## src/hw/rtl/hte_pkg.sv

```systemverilog
// ============================================================================
// hte_pkg - shared types and constants for the Huffman tree expander
// Command codes, link and field widths, node entry layout, walk states.
// ============================================================================
`default_nettype none

package hte_pkg;

    localparam int unsigned CMD_W    = 2;
    localparam int unsigned INDEX_W  = 8;
    localparam int unsigned LINK_W   = 9;
    localparam int unsigned BYTE_W   = 8;
    localparam int unsigned SYM_W    = 8;
    localparam int unsigned COUNT_W  = 24;
    localparam int unsigned BITCNT_W = 3;

    // command codes
    localparam logic [CMD_W-1:0] CMD_LOAD  = 2'd0;
    localparam logic [CMD_W-1:0] CMD_START = 2'd1;
    localparam logic [CMD_W-1:0] CMD_DATA  = 2'd2;

    // last bit position of a byte
    localparam logic [BITCNT_W-1:0] LAST_BIT = 3'd7;

    typedef struct packed {
        logic [LINK_W-1:0] one_link;
        logic [LINK_W-1:0] zero_link;
    } t_node;

    typedef enum logic [1:0] {
        ST_IDLE,
        ST_WALK,
        ST_FLUSH
    } t_state;

endpackage

`default_nettype wire

```

## src/hw/rtl/hte_if.sv

```systemverilog
// ============================================================================
// hte_if - valid/ready channels of the Huffman tree expander
// Input word channel (commands, table nodes, data bytes) and symbol channel.
// ============================================================================
`default_nettype none

interface hte_in_if;
    logic                          valid;
    logic                          ready;
    logic [hte_pkg::CMD_W-1:0]     cmd;
    logic [hte_pkg::INDEX_W-1:0]   node_index;
    logic [hte_pkg::LINK_W-1:0]    zero_link;
    logic [hte_pkg::LINK_W-1:0]    one_link;
    logic [hte_pkg::BYTE_W-1:0]    data_byte;

    modport source (output valid, cmd, node_index, zero_link, one_link, data_byte,
                    input  ready);
    modport sink   (input  valid, cmd, node_index, zero_link, one_link, data_byte,
                    output ready);
endinterface

interface hte_out_if;
    logic                          valid;
    logic                          ready;
    logic [hte_pkg::SYM_W-1:0]     symbol;
    logic                          run_last;
    logic                          done_res;

    modport source (output valid, symbol, run_last, done_res, input ready);
    modport sink   (input  valid, symbol, run_last, done_res, output ready);
endinterface

`default_nettype wire

```

## src/hw/rtl/huffman_tree_expander_core.sv

```systemverilog
// ============================================================================
// huffman_tree_expander_core - binary-tree Huffman decoder
// Loads a node table, then walks data bytes bit-serially, LSB first, and
// emits one symbol word per leaf reached, up to the configured length.
// ============================================================================
//
//  channel   dir  handshake            payload
//  i_in      in   valid/ready          cmd, node_index, zero_link, one_link, data_byte
//  o_out     out  valid/ready          symbol, run_last, done_res
//  i_cfg     in   i_cfg_we (no wait)   i_cfg_data = expanded_length
//
//  Load, start and data words are accepted in idle. A data word is then walked
//  one bit per walk cycle unless the output holds the walk (once the length is
//  reached, the walk ends the byte early) and closed in flush; the next word
//  is taken only back in idle. The walk is bounded by the table read, which
//  feeds the next node address back into the same memory port each cycle.
//  A stalled output holds the walk when a leaf is found while the holding
//  slot and the output register are both full, and holds the flush until
//  the output register frees.
//  Reset is synchronous, active low: walk at the head node, count and length
//  zero. The node table is not cleared and holds garbage until loaded.
//
`default_nettype none

module huffman_tree_expander_core #(
    parameter int unsigned NODE_COUNT = 255
) (
    input  wire logic                          i_clk,
    input  wire logic                          i_rst_n,
    hte_in_if.sink                             i_in,
    hte_out_if.source                          o_out,
    input  wire logic                          i_cfg_we,
    input  wire logic [hte_pkg::COUNT_W-1:0]   i_cfg_data
);

    localparam int unsigned NODE_W = (NODE_COUNT > 1) ? $clog2(NODE_COUNT) : 1;
    // node limit compared against 9-bit links and 8-bit indexes
    localparam logic [hte_pkg::LINK_W-1:0] NODE_LIM  = hte_pkg::LINK_W'(NODE_COUNT);
    localparam logic [NODE_W-1:0]          HEAD_NODE = NODE_W'(NODE_COUNT - 1);

    // ------------------------------------------------------------------
    // registers
    // ------------------------------------------------------------------
    hte_pkg::t_state                 r_state, n_state;
    hte_pkg::t_node                  r_mem [NODE_COUNT];
    hte_pkg::t_node                  r_entry;          // table word of r_node
    logic [NODE_W-1:0]               r_node,   n_node;
    logic [hte_pkg::COUNT_W-1:0]     r_count,  n_count;
    logic [hte_pkg::COUNT_W-1:0]     r_length;
    logic [hte_pkg::BYTE_W-1:0]      r_bits,   n_bits;  // data shift register
    logic [hte_pkg::BITCNT_W-1:0]    r_bitcnt, n_bitcnt;

    // one-deep holding slot: a symbol waits here until we know if it is last
    logic                            r_pend_valid, n_pend_valid;
    logic [hte_pkg::SYM_W-1:0]       r_pend_sym,   n_pend_sym;
    logic                            r_pend_done,  n_pend_done;

    // output register
    logic                            r_out_valid, n_out_valid;
    logic [hte_pkg::SYM_W-1:0]       r_out_sym,   n_out_sym;
    logic                            r_out_last,  n_out_last;
    logic                            r_out_done,  n_out_done;

    // ------------------------------------------------------------------
    // walk decode
    // ------------------------------------------------------------------
    logic                            w_in_acc;
    logic                            w_out_free;
    logic                            w_complete;
    logic [hte_pkg::LINK_W-1:0]      w_link;
    logic                            w_is_leaf;
    logic                            w_link_ok;
    logic                            w_step;
    logic [hte_pkg::COUNT_W-1:0]     w_count_inc;

    assign w_in_acc    = i_in.valid && i_in.ready;
    assign w_out_free  = !r_out_valid || o_out.ready;
    assign w_complete  = (r_count >= r_length);
    assign w_link      = r_bits[0] ? r_entry.one_link : r_entry.zero_link;
    assign w_is_leaf   = !w_link[hte_pkg::LINK_W-1];
    assign w_link_ok   = ({1'b0, w_link[hte_pkg::LINK_W-2:0]} < NODE_LIM);
    assign w_count_inc = r_count + hte_pkg::COUNT_W'(1);
    // a bit is consumed unless the length is reached or a leaf must wait for room in the output
    assign w_step      = (r_state == hte_pkg::ST_WALK) && !w_complete &&
                         (!w_is_leaf || !r_pend_valid || w_out_free);

    // ------------------------------------------------------------------
    // next state
    // ------------------------------------------------------------------
    always_comb begin
        n_state = r_state;
        unique case (r_state)
            hte_pkg::ST_IDLE: begin
                if (w_in_acc && (i_in.cmd == hte_pkg::CMD_DATA)) begin
                    n_state = hte_pkg::ST_WALK;
                end
            end
            hte_pkg::ST_WALK: begin
                if (w_complete || (w_step && (r_bitcnt == hte_pkg::LAST_BIT))) begin
                    n_state = hte_pkg::ST_FLUSH;
                end
            end
            hte_pkg::ST_FLUSH: begin
                if (!r_pend_valid || w_out_free) begin
                    n_state = hte_pkg::ST_IDLE;
                end
            end
            default: n_state = hte_pkg::ST_IDLE;
        endcase
    end

    // ------------------------------------------------------------------
    // datapath and outputs
    // ------------------------------------------------------------------
    always_comb begin
        n_node       = r_node;
        n_count      = r_count;
        n_bits       = r_bits;
        n_bitcnt     = r_bitcnt;
        n_pend_valid = r_pend_valid;
        n_pend_sym   = r_pend_sym;
        n_pend_done  = r_pend_done;
        n_out_valid  = r_out_valid && !o_out.ready;
        n_out_sym    = r_out_sym;
        n_out_last   = r_out_last;
        n_out_done   = r_out_done;

        unique case (r_state)
            hte_pkg::ST_IDLE: begin
                if (w_in_acc) begin
                    case (i_in.cmd)
                        hte_pkg::CMD_START: begin
                            n_node  = HEAD_NODE;
                            n_count = '0;
                        end
                        hte_pkg::CMD_DATA: begin
                            n_bits   = i_in.data_byte;
                            n_bitcnt = '0;
                        end
                        default: ;  // loads go to the memory; unknown words dropped
                    endcase
                end
            end
            hte_pkg::ST_WALK: begin
                if (w_step) begin
                    n_bits   = r_bits >> 1;
                    n_bitcnt = r_bitcnt + hte_pkg::BITCNT_W'(1);
                    if (w_is_leaf) begin
                        // earlier symbol of this word is not the last one
                        if (r_pend_valid) begin
                            n_out_valid = 1'b1;
                            n_out_sym   = r_pend_sym;
                            n_out_last  = 1'b0;
                            n_out_done  = r_pend_done;
                        end
                        n_pend_valid = 1'b1;
                        n_pend_sym   = w_link[hte_pkg::SYM_W-1:0];
                        n_pend_done  = (w_count_inc == r_length);
                        n_count      = w_count_inc;
                        n_node       = HEAD_NODE;
                    end else if (w_link_ok) begin
                        n_node = w_link[NODE_W-1:0];
                    end else begin
                        // link past the table: restart at head, no symbol
                        n_node = HEAD_NODE;
                    end
                end
            end
            hte_pkg::ST_FLUSH: begin
                if (r_pend_valid && w_out_free) begin
                    n_out_valid  = 1'b1;
                    n_out_sym    = r_pend_sym;
                    n_out_last   = 1'b1;
                    n_out_done   = r_pend_done;
                    n_pend_valid = 1'b0;
                end
            end
            default: ;
        endcase
    end

    assign i_in.ready     = (r_state == hte_pkg::ST_IDLE);
    assign o_out.valid    = r_out_valid;
    assign o_out.symbol   = r_out_sym;
    assign o_out.run_last = r_out_last;
    assign o_out.done_res = r_out_done;

    // ------------------------------------------------------------------
    // node table: written by loads, read every cycle at the next node so
    // the entry is ready for the following bit
    // ------------------------------------------------------------------
    always_ff @(posedge i_clk) begin
        if (w_in_acc && (i_in.cmd == hte_pkg::CMD_LOAD) &&
            ({1'b0, i_in.node_index} < NODE_LIM)) begin
            r_mem[i_in.node_index[NODE_W-1:0]] <= '{one_link:  i_in.one_link,
                                                    zero_link: i_in.zero_link};
        end
        r_entry <= r_mem[n_node];
    end

    // ------------------------------------------------------------------
    // control and payload registers
    // ------------------------------------------------------------------
    always_ff @(posedge i_clk) begin
        if (!i_rst_n) begin
            r_state      <= hte_pkg::ST_IDLE;
            r_node       <= HEAD_NODE;
            r_count      <= '0;
            r_length     <= '0;
            r_bitcnt     <= '0;
            r_pend_valid <= 1'b0;
            r_out_valid  <= 1'b0;
        end else begin
            r_state      <= n_state;
            r_node       <= n_node;
            r_count      <= n_count;
            r_bitcnt     <= n_bitcnt;
            r_pend_valid <= n_pend_valid;
            r_out_valid  <= n_out_valid;
            if (i_cfg_we) begin
                r_length <= i_cfg_data;
            end
        end
    end

    always_ff @(posedge i_clk) begin
        r_bits      <= n_bits;
        r_pend_sym  <= n_pend_sym;
        r_pend_done <= n_pend_done;
        r_out_sym   <= n_out_sym;
        r_out_last  <= n_out_last;
        r_out_done  <= n_out_done;
    end

    // ------------------------------------------------------------------
    // assertions
    // ------------------------------------------------------------------
    a_node_in_table: assert property (@(posedge i_clk) disable iff (!i_rst_n)
        (NODE_W + 1)'(r_node) < (NODE_W + 1)'(NODE_COUNT))
        else $error("walk node outside table");

    a_data_starts_walk: assert property (@(posedge i_clk) disable iff (!i_rst_n)
        (w_in_acc && (i_in.cmd == hte_pkg::CMD_DATA)) |=> (r_state == hte_pkg::ST_WALK))
        else $error("data word did not start a walk");

    a_idle_no_pending: assert property (@(posedge i_clk) disable iff (!i_rst_n)
        (r_state == hte_pkg::ST_IDLE) |-> !r_pend_valid)
        else $error("symbol left pending after walk");

    a_no_overwrite: assert property (@(posedge i_clk) disable iff (!i_rst_n)
        (r_out_valid && !o_out.ready) |=> (r_out_valid && $stable(r_out_sym)))
        else $error("stalled output word overwritten");

endmodule

`default_nettype wire
```

## src/flat_wrapper.sv

```systemverilog
// flat-port wrapper written by rule: the top's interface ports become plain ports
module huffman_tree_expander_core_flat 
#(
    parameter int unsigned NODE_COUNT = 255
)
  (i_clk, i_rst_n, i_cfg_we, i_cfg_data, i_in_valid, i_in_cmd, i_in_node_index, i_in_zero_link, i_in_one_link, i_in_data_byte, i_in_ready, o_out_valid, o_out_symbol, o_out_run_last, o_out_done_res, o_out_ready);
  hte_in_if i_in_i ();
  hte_out_if o_out_i ();
  input  wire logic i_clk;
  input  wire logic i_rst_n;
  input  wire logic i_cfg_we;
  input  wire logic [hte_pkg::COUNT_W-1:0] i_cfg_data;
  input wire logic [$bits(i_in_i.valid)-1:0] i_in_valid;
  input wire logic [$bits(i_in_i.cmd)-1:0] i_in_cmd;
  input wire logic [$bits(i_in_i.node_index)-1:0] i_in_node_index;
  input wire logic [$bits(i_in_i.zero_link)-1:0] i_in_zero_link;
  input wire logic [$bits(i_in_i.one_link)-1:0] i_in_one_link;
  input wire logic [$bits(i_in_i.data_byte)-1:0] i_in_data_byte;
  output wire logic [$bits(i_in_i.ready)-1:0] i_in_ready;
  output wire logic [$bits(o_out_i.valid)-1:0] o_out_valid;
  output wire logic [$bits(o_out_i.symbol)-1:0] o_out_symbol;
  output wire logic [$bits(o_out_i.run_last)-1:0] o_out_run_last;
  output wire logic [$bits(o_out_i.done_res)-1:0] o_out_done_res;
  input wire logic [$bits(o_out_i.ready)-1:0] o_out_ready;
  assign i_in_i.valid = i_in_valid;
  assign i_in_i.cmd = i_in_cmd;
  assign i_in_i.node_index = i_in_node_index;
  assign i_in_i.zero_link = i_in_zero_link;
  assign i_in_i.one_link = i_in_one_link;
  assign i_in_i.data_byte = i_in_data_byte;
  assign i_in_ready = i_in_i.ready;
  assign o_out_valid = o_out_i.valid;
  assign o_out_symbol = o_out_i.symbol;
  assign o_out_run_last = o_out_i.run_last;
  assign o_out_done_res = o_out_i.done_res;
  assign o_out_i.ready = o_out_ready;
  huffman_tree_expander_core #(.NODE_COUNT(NODE_COUNT)) u_core (.i_clk(i_clk), .i_rst_n(i_rst_n), .i_in(i_in_i), .o_out(o_out_i), .i_cfg_we(i_cfg_we), .i_cfg_data(i_cfg_data));
endmodule
```

## config.mk

```make
export PLATFORM = sky130hd
export DESIGN_NAME = huffman_tree_expander_core_flat
export DESIGN_NICKNAME = d
export VERILOG_FILES = /design/src/hw/rtl/hte_pkg.sv /design/src/hw/rtl/hte_if.sv /design/src/hw/rtl/huffman_tree_expander_core.sv /design/src/flat_wrapper.sv
export SDC_FILE = /design/constraint.sdc
export NUM_CORES = 2
export LEC_CHECK = 0
export BUFFER_PORTS_ARGS = -buffer_cell sky130_fd_sc_hd__clkbuf_2
export CELL_PAD_IN_SITES_DETAIL_PLACEMENT = 0
export CELL_PAD_IN_SITES_GLOBAL_PLACEMENT = 1
export CORE_MARGIN = 1
export CORE_UTILIZATION = 55
export DETAILED_ROUTE_END_ITERATION = 8
export GPL_TIMING_DRIVEN = 0
export PLACE_DENSITY_LB_ADDON = 0.1
export REMOVE_ABC_BUFFERS = 1
export SETUP_SLACK_MARGIN = 0.05
export SYNTH_ARGS = -nofsm -noshare
export SYNTH_HDL_FRONTEND = slang
export SYNTH_MEMORY_MAX_BITS = 65536
export SYNTH_SLANG_ARGS = --single-unit
```

## constraint.sdc

```tcl
create_clock -name i_clk -period 6.9 [get_ports i_clk]
set_clock_uncertainty 0.15 [all_clocks]
set_input_delay 0.69 -clock i_clk [delete_from_list [all_inputs] [get_ports i_clk]]
set_output_delay 0.69 -clock i_clk [all_outputs]
set_load 0.01 [all_outputs]
```

# Word level (Yosys, flattened, before mapping)
# Memory sizes are Yosys's and may differ from the RTL's. A register that Yosys moved wholly into a read port is not among the register bits.
# Index checks and enable logic that the tools add are counted.
word_totals:
  regBits: 90
  ramBits: 4590
  inputBits: 65
  out_inout_bits: 12
  mem_count: 1
memory_table:
  columns: ["name", "depth", "word_bits", "read_ports", "rd_ports_with_merged_regs", "wr", "line", "source"]
  rows:
  - ["u_core.r_mem", 255, 18, 1, 1, 1, "huffman_tree_expander_core.sv:45", "hte_pkg::t_node r_mem [NODE_COUNT];"]
classes:
  n_addsub: 2
  order_cmp: 3
  n_eq_ne: 16
  n_mux: 50
  bitwise: 1
  reduce_logical: 28
op_table:
  columns: ["cell", "count"]
  rows:
  - ["$mux W24", 4]
  - ["$mux W8", 12]
  - ["$pmux W24 S2", 1]
  - ["$pmux W8 S2", 3]
  - ["$add A24 B1 Y24 const B", 1]
  - ["$eq A24 B24 Y1", 1]
  - ["$ge A24 B24 Y1", 1]
  - ["$mux W1", 17]
  - ["$lt A8 B8 Y1 const B", 2]
  - ["$ne A2 B2 Y1 const B", 6]
  - ["$reduce_and A5 Y1", 2]
  - ["$logic_and A1 B1 Y1", 9]
  - ["$mux W3", 3]
  - ["$mux W9", 1]
  - ["$ne A2 B1 Y1 const B", 4]
  - ["$pmux W1 S2", 4]
  - ["$reduce_and A4 Y1", 2]
  - ["$mux W2", 3]
  - ["$pmux W2 S3", 1]
  - ["$pmux W3 S2", 1]
  - ["$reduce_and A3 Y1", 2]
  - ["$logic_or A1 B1 Y1", 5]
  - ["$eq A2 B1 Y1 const B", 2]
  - ["$eq A2 B2 Y1 const B", 2]
  - ["6 further kinds", 11]

# Logic depth before layout (Yosys ltp)
depth:
  depth_word: 8
  ltp_mapped: 23
  depth_no_buf: 15

# Least setup slack after synthesis
# Ideal clock, no wire load.
synth_timing:
  path_kind: "register -> register"
  start: "register u_core.r_count[21] in the netlist's numbering"
  end: "register, netlist name u_core.r_entry[10]"
  setup_time_ps: 134
  t_arrival_ps: 4115
  required_ps: 6616
  path_slack_ps: 2501
  stages_incl_launch_ff: 18
  path_buffers: 3
  cell_sequence: "dfxtp_1 ha_1 and4_1 a211o_1 a211oi_2 o211ai_2 or4b_1 buf_2 and2_1 buf_6 buf_6 a21oi_2 a22o_1 a21oi_1 nor4_1 a31oi_1 o31a_1 or4_1"
synth_via:
  elab_chain_cells: 6
synth_lines:
  columns: ["item", "line", "source"]
  rows:
  - ["from (decl)", "huffman_tree_expander_core.sv:48", "logic [hte_pkg::COUNT_W-1:0] r_count, n_count;"]
  - ["from (signal assigned)", "huffman_tree_expander_core.sv:216", "r_count <= n_count;"]
  - ["$ge A24 B24 Y1", "huffman_tree_expander_core.sv:78", "assign w_complete = (r_count >= r_length);"]
  - ["$logic_not A1 Y1", "huffman_tree_expander_core.sv:84", "assign w_step = (r_state == hte_pkg::ST_WALK) && !w_complete &&"]
  - ["$logic_and A1 B1 Y1 (2 in a row)", "huffman_tree_expander_core.sv:84", null]
  - ["$mux W8", "huffman_tree_expander_core.sv:145", "if (w_step) begin"]
  - ["$pmux W8 S2", "huffman_tree_expander_core.sv:128", "unique case (r_state)"]
# Every way passes these cells.
# A chain may end at the register's enable or synchronous reset.

# Final worst setup path
layout_timing:
  start: "register u_core.r_length[9] in the netlist's numbering"
  end: "register, netlist name u_core.r_entry[10]"
layout_via:
  elab_chain_cells: 6
layout_lines:
  columns: ["item", "line", "source"]
  rows:
  - ["from (decl)", "huffman_tree_expander_core.sv:49", "logic [hte_pkg::COUNT_W-1:0] r_length;"]
  - ["from (signal assigned)", "huffman_tree_expander_core.sv:221", "r_length <= i_cfg_data;"]
  - ["$ge A24 B24 Y1", "huffman_tree_expander_core.sv:78", null]
  - ["$logic_not A1 Y1", "huffman_tree_expander_core.sv:84", null]
  - ["$logic_and A1 B1 Y1 (2 in a row)", "huffman_tree_expander_core.sv:84", null]
  - ["$mux W8", "huffman_tree_expander_core.sv:145", null]
  - ["$pmux W8 S2", "huffman_tree_expander_core.sv:128", null]
# Every way passes these cells.

==> impl_metrics.prom <==
# TYPE chip_impl_metric gauge
chip_impl_metric{name="vdd.ir_drop.worst",unit="mV"} 0.227
chip_impl_info{name="grt_most_used_layer",value="met2"} 1
chip_impl_metric{name="finalWorstPathRequiredPeriod",unit="ns"} 6.92
chip_impl_metric{name="cts.clk_slew.worst_paths",unit="ns"} 0.06
chip_impl_info{name="cts_tree",value="done"} 1
chip_impl_metric{name="max_cap_violations",unit=""} 1
chip_impl_metric{name="dieHeight",unit="microns"} 583
chip_impl_info{name="violations",value="max-capacitance violations, max-slew violations, negative setup slack"} 1
chip_impl_metric{name="drive_gt1_frac",unit=""} 0.134
chip_impl_metric{name="max-slew-margin-rel",unit=""} -0.0947
chip_impl_metric{name="gp_congestion",unit=""} 0.869
chip_impl_metric{name="number_of_placed_i_o_pins",unit=""} 77
chip_impl_metric{name="initial_utilization",unit=""} 0.553
chip_impl_metric{name="post_drt_via_cell_ratio",unit=""} 6.63
chip_impl_metric{name="async_reset_ff_frac",unit=""} 0
chip_impl_metric{name="yosys_register_bits",unit=""} 4698
chip_impl_metric{name="worst_reg2reg_path_length_in_cells",unit=""} 16
chip_impl_metric{name="timing.final.hold_violations",unit=""} 0
chip_impl_metric{name="route.detailed.drc",unit=""} 0
chip_impl_metric{name="dr_total_vias",unit=""} 124000
chip_impl_metric{name="worst-slew-pin-transition",unit="ns"} 1.64
chip_impl_metric{name="dieArea",unit="sq um"} 340000
chip_impl_metric{name="cellLeakagePower",unit="uW"} 0.0763
chip_impl_metric{name="ant_nets",unit=""} 0
chip_impl_info{name="min_path_type",value="input port to register"} 1
chip_impl_metric{name="global_route_wire_length_before_repair",unit="mm"} 875
chip_impl_metric{name="routedWlPerCell",unit="microns"} 34.0
chip_impl_metric{name="port_buffers",unit=""} 76
chip_impl_metric{name="grt_remaining_overflow",unit=""} 0
chip_impl_metric{name="setup_viol_count_final",unit=""} 2
chip_impl_metric{name="hold_depth",unit=""} 1
chip_impl_metric{name="global_route.usage.met3",unit=""} 0.0801
chip_impl_metric{name="synthDistinctLibCells",unit=""} 82
chip_impl_metric{name="chipWidth",unit="microns"} 583
chip_impl_metric{name="grt_antenna_before_repair",unit=""} 71
chip_impl_info{name="synthFlopType",value="edfxtp_1"} 1
chip_impl_metric{name="final-max-slew-violation-count",unit=""} 2
chip_impl_metric{name="m1_gr_usage",unit=""} 0.495
chip_impl_metric{name="number_of_enable_type_register_cells_in_the_synthesized_netlist",unit=""} 4617
chip_impl_info{name="status",value="finished with violations"} 1
chip_impl_metric{name="first_pass_iters",unit=""} 6
chip_impl_metric{name="global_route.usage.met2",unit=""} 0.552
chip_impl_info{name="setup.worst_path.start_class",value="register"} 1
chip_impl_metric{name="grt_pass1_vias",unit=""} 115000
chip_impl_info{name="rsz0062_at_grt",value="yes"} 1
chip_impl_metric{name="post-dp-hpwl",unit="mm"} 395
chip_impl_metric{name="areaGrowthSynthToFinish",unit="%"} 18.2
chip_impl_metric{name="clkSinkCount",unit=""} 4698
chip_impl_metric{name="fmax",unit="MHz"} 145
chip_impl_metric{name="fin_util",unit=""} 0.653
chip_impl_metric{name="cts_made_buffers",unit=""} 482
chip_impl_metric{name="hold_ws",unit="ns"} 0.0566
chip_impl_metric{name="final_net_count",unit=""} 13900
chip_impl_metric{name="number_of_core_rows",unit=""} 213
chip_impl_metric{name="power_density",unit="nW/um^2"} 313
chip_impl_metric{name="largest_net_degree_at_the_start_of_global_routing",unit=""} 136
chip_impl_info{name="worstSetupEndpointType",value="register"} 1
chip_impl_metric{name="yosysSeqAreaShare",unit=""} 0.755
chip_impl_info{name="crit_type",value="register to register"} 1
chip_impl_info{name="clock_tree.root_cell",value="clkbuf_16"} 1
chip_impl_metric{name="worstPathRequired",unit="ns"} 7.71
chip_impl_metric{name="average_size_of_a_mapped_cell",unit="sq um"} 13.8
chip_impl_metric{name="route.final.wire_length",unit="mm"} 637
chip_impl_metric{name="clk-insertion-delay-late",unit="ns"} 1.02
chip_impl_metric{name="placeableCoreArea",unit="sq um"} 336000
chip_impl_metric{name="mappedNetlistArea",unit="sq um"} 186000
chip_impl_metric{name="worstPathMaxFanout",unit=""} 23
chip_impl_metric{name="worst-endpoint-arrival",unit="ns"} 7.73
chip_impl_metric{name="initial_detailed_routing_violation_count",unit=""} 18700
chip_impl_metric{name="synthesis.instances",unit=""} 13500
chip_impl_metric{name="total_global_route_track_usage",unit=""} 0.366
chip_impl_metric{name="cts.path.max_buffers",unit=""} 4
chip_impl_metric{name="finalWorstSetupSlack",unit="ns"} -0.0175
chip_impl_metric{name="min_period_over_period",unit=""} 1.00
chip_impl_metric{name="htreeDepth",unit=""} 5
chip_impl_metric{name="yosys_warnings",unit=""} 0
[stage by stage]
step | cells | setup slack, ns | power [uW] | TNS (ns) | instance area (sq um)
4_1_cts | 18700 | 0.0453 | 68400 | 0 | 219000
3_3_place_gp | 17200 | -136.04 | 42400 | -2653.22 | 188000
5_1_grt | 18700 | 0.0285 | 70300 | 0 | 220000
3_5_place_dp | 17700 | -4.10 | 41900 | -64.40 | 200000
6_report | 18800 | -0.0175 | 68700 | -0.0265 | 220000
2_1_floorplan | 12600 | -40.62 | 40500 | -766.36 | 182000
[kinds of logic (layout without fill, tap and decap cells)]
group,after synthesis,after routing,share of synthesized area
compound gates,2472,2473,0.0872
xor+xnor,44,44,0.00207
fa+ha+maj,30,30,0.00202
buf+inv,940,1661,0.0222
flops,4698,4698,0.755
mux,394,394,0.0220
other cells,0,47,0
simple gates,4888,4895,0.110
[area by class of cell]
cell class | instances | area, sq um
antenna | 47 | 118
clock buffer | 593 | 12700
clock inverter | 312 | 3200
fill | 23600 | 117000
inverter | 38 | 146
multi-input combinational | 7836 | 43900
sequential | 4698 | 140000
tap | 4515 | 5650
timing repair buffer | 717 | 13500
timing repair inverter | 1 | 5.00
[sequential cells by signal, indices dropped and copies added (netlist names)]
| register | flops |
|---|---|
| u_core.o_out.run_last | 1 |
| u_core.o_out.valid | 1 |
| u_core.r_pend_done | 1 |
| u_core.r_entry | 18 |
| u_core.r_pend_sym | 8 |
| u_core.o_out.done_res | 1 |
| u_core.r_node | 8 |
| u_core.r_state | 2 |
| u_core.r_bitcnt | 3 |
| u_core.r_pend_valid | 1 |
| u_core.r_mem | 4590 |
| u_core.r_count | 24 |
| u_core.r_bits | 8 |
| u_core.r_length | 24 |
| u_core.o_out.symbol | 8 |
[critical path, cell delays in order, from the launching register on]
cell and delay [ns]:
dfxtp_2 0.37, inv_1 0.05, ha_1 0.31, a21o_1 0.17
a221o_1 0.35, a211oi_4 0.29, o211ai_4 0.15, buf_4 0.18
buf_4 0.20, o32ai_1 0.56, o21a_4 0.55, nand3_1 1.11
a21oi_1 0.97, nand3_1 0.27, o2111ai_1 0.24, o31a_1 0.66
or4_1 0.22
[cell usage in the layout (no fill, tap or decap), drive strengths merged, types with 61 or more instances in the layout]
cell	count
o22ai	90
clkbuf	674
mux2i	371
dfxtp	81
nand4	73
a311oi	62
nand2	3234
a211oi	160
nand3	745
a32oi	170
a31oi	311
bufinv	61
nor2	437
and3	241
a21oi	908
clkinv	221
nor3	87
buf	557
o21ai	83
edfxtp	4617
a22oi	405
[worst paths after layout]
path                            slack (ns)                          endpoint                            start
worst max register to register       -0.02        u_core.r_entry[10]$_DFF_P_  u_core.r_length[9]$_SDFFE_PN0P_
worst min register to register        0.27  u_core.o_out.symbol[5]$_DFFE_PP_   u_core.r_pend_sym[5]$_DFFE_PP_
worst min-delay path                  0.06   u_core.r_mem[143][13]$_DFFE_PP_                 i_in_one_link[4]
worst max-delay path                 -0.02        u_core.r_entry[10]$_DFF_P_  u_core.r_length[9]$_SDFFE_PN0P_
[Yosys cell counts (all sizes together), types with 12 or more instances]
cell type | instances | area [sq um]
edfxtp | 4617 | 139000
nand2 | 3231 | 12100
a21oi | 908 | 4550
nand3 | 745 | 3730
buf | 555 | 2680
nor2 | 437 | 1660
a22oi | 405 | 3040
mux2i | 371 | 3710
clkbuf | 347 | 1300
a31oi | 311 | 1950
and3 | 240 | 1500
a32oi | 170 | 1490
a211oi | 160 | 1210
o22ai | 90 | 563
nor3 | 87 | 440
o21ai | 83 | 415
dfxtp | 81 | 1620
nand4 | 73 | 457
a311oi | 62 | 543
a22o | 38 | 333
inv | 38 | 143
a221oi | 36 | 322
nor4 | 34 | 213
o211ai | 32 | 245
xnor2 | 32 | 280
ha | 30 | 375
o2111ai | 30 | 263
a21o | 16 | 120
a32o | 16 | 160
a2111oi | 15 | 131
o32ai | 14 | 123
mux2 | 13 | 146
o221ai | 12 | 105
xor2 | 12 | 105
[layer usage]
metal / share of wire / vias to the layer above
li1: - / 51700
met1: 0.37 / 62800
met2: 0.45 / 8231
met3: 0.12 / 1586
met4: 0.068 / 34
met5: 0.00037 / -
[report_power, final]
group | switching [uW] | internal [uW] | leakage, uW
clock | 11100 | 15300 | 0.00775
combinational | 7410 | 3350 | 0.0264
sequential | 54.0 | 31500 | 0.0422
[timing repair]
| item | CTS | global route |
|---|---|---|
| endpoints found under the setup margin | 18 | 18 |
| pin swaps | 36 | 19 |
| gates cloned | 44 | 7 |
| buffers inserted | 49 | 13 |
| endpoints found under the hold margin | 172 | 0 |
| hold buffers | 41 | 0 |
| resized for setup | 160 | 42 |
Note: power is estimated with default switching activity, not from simulation.
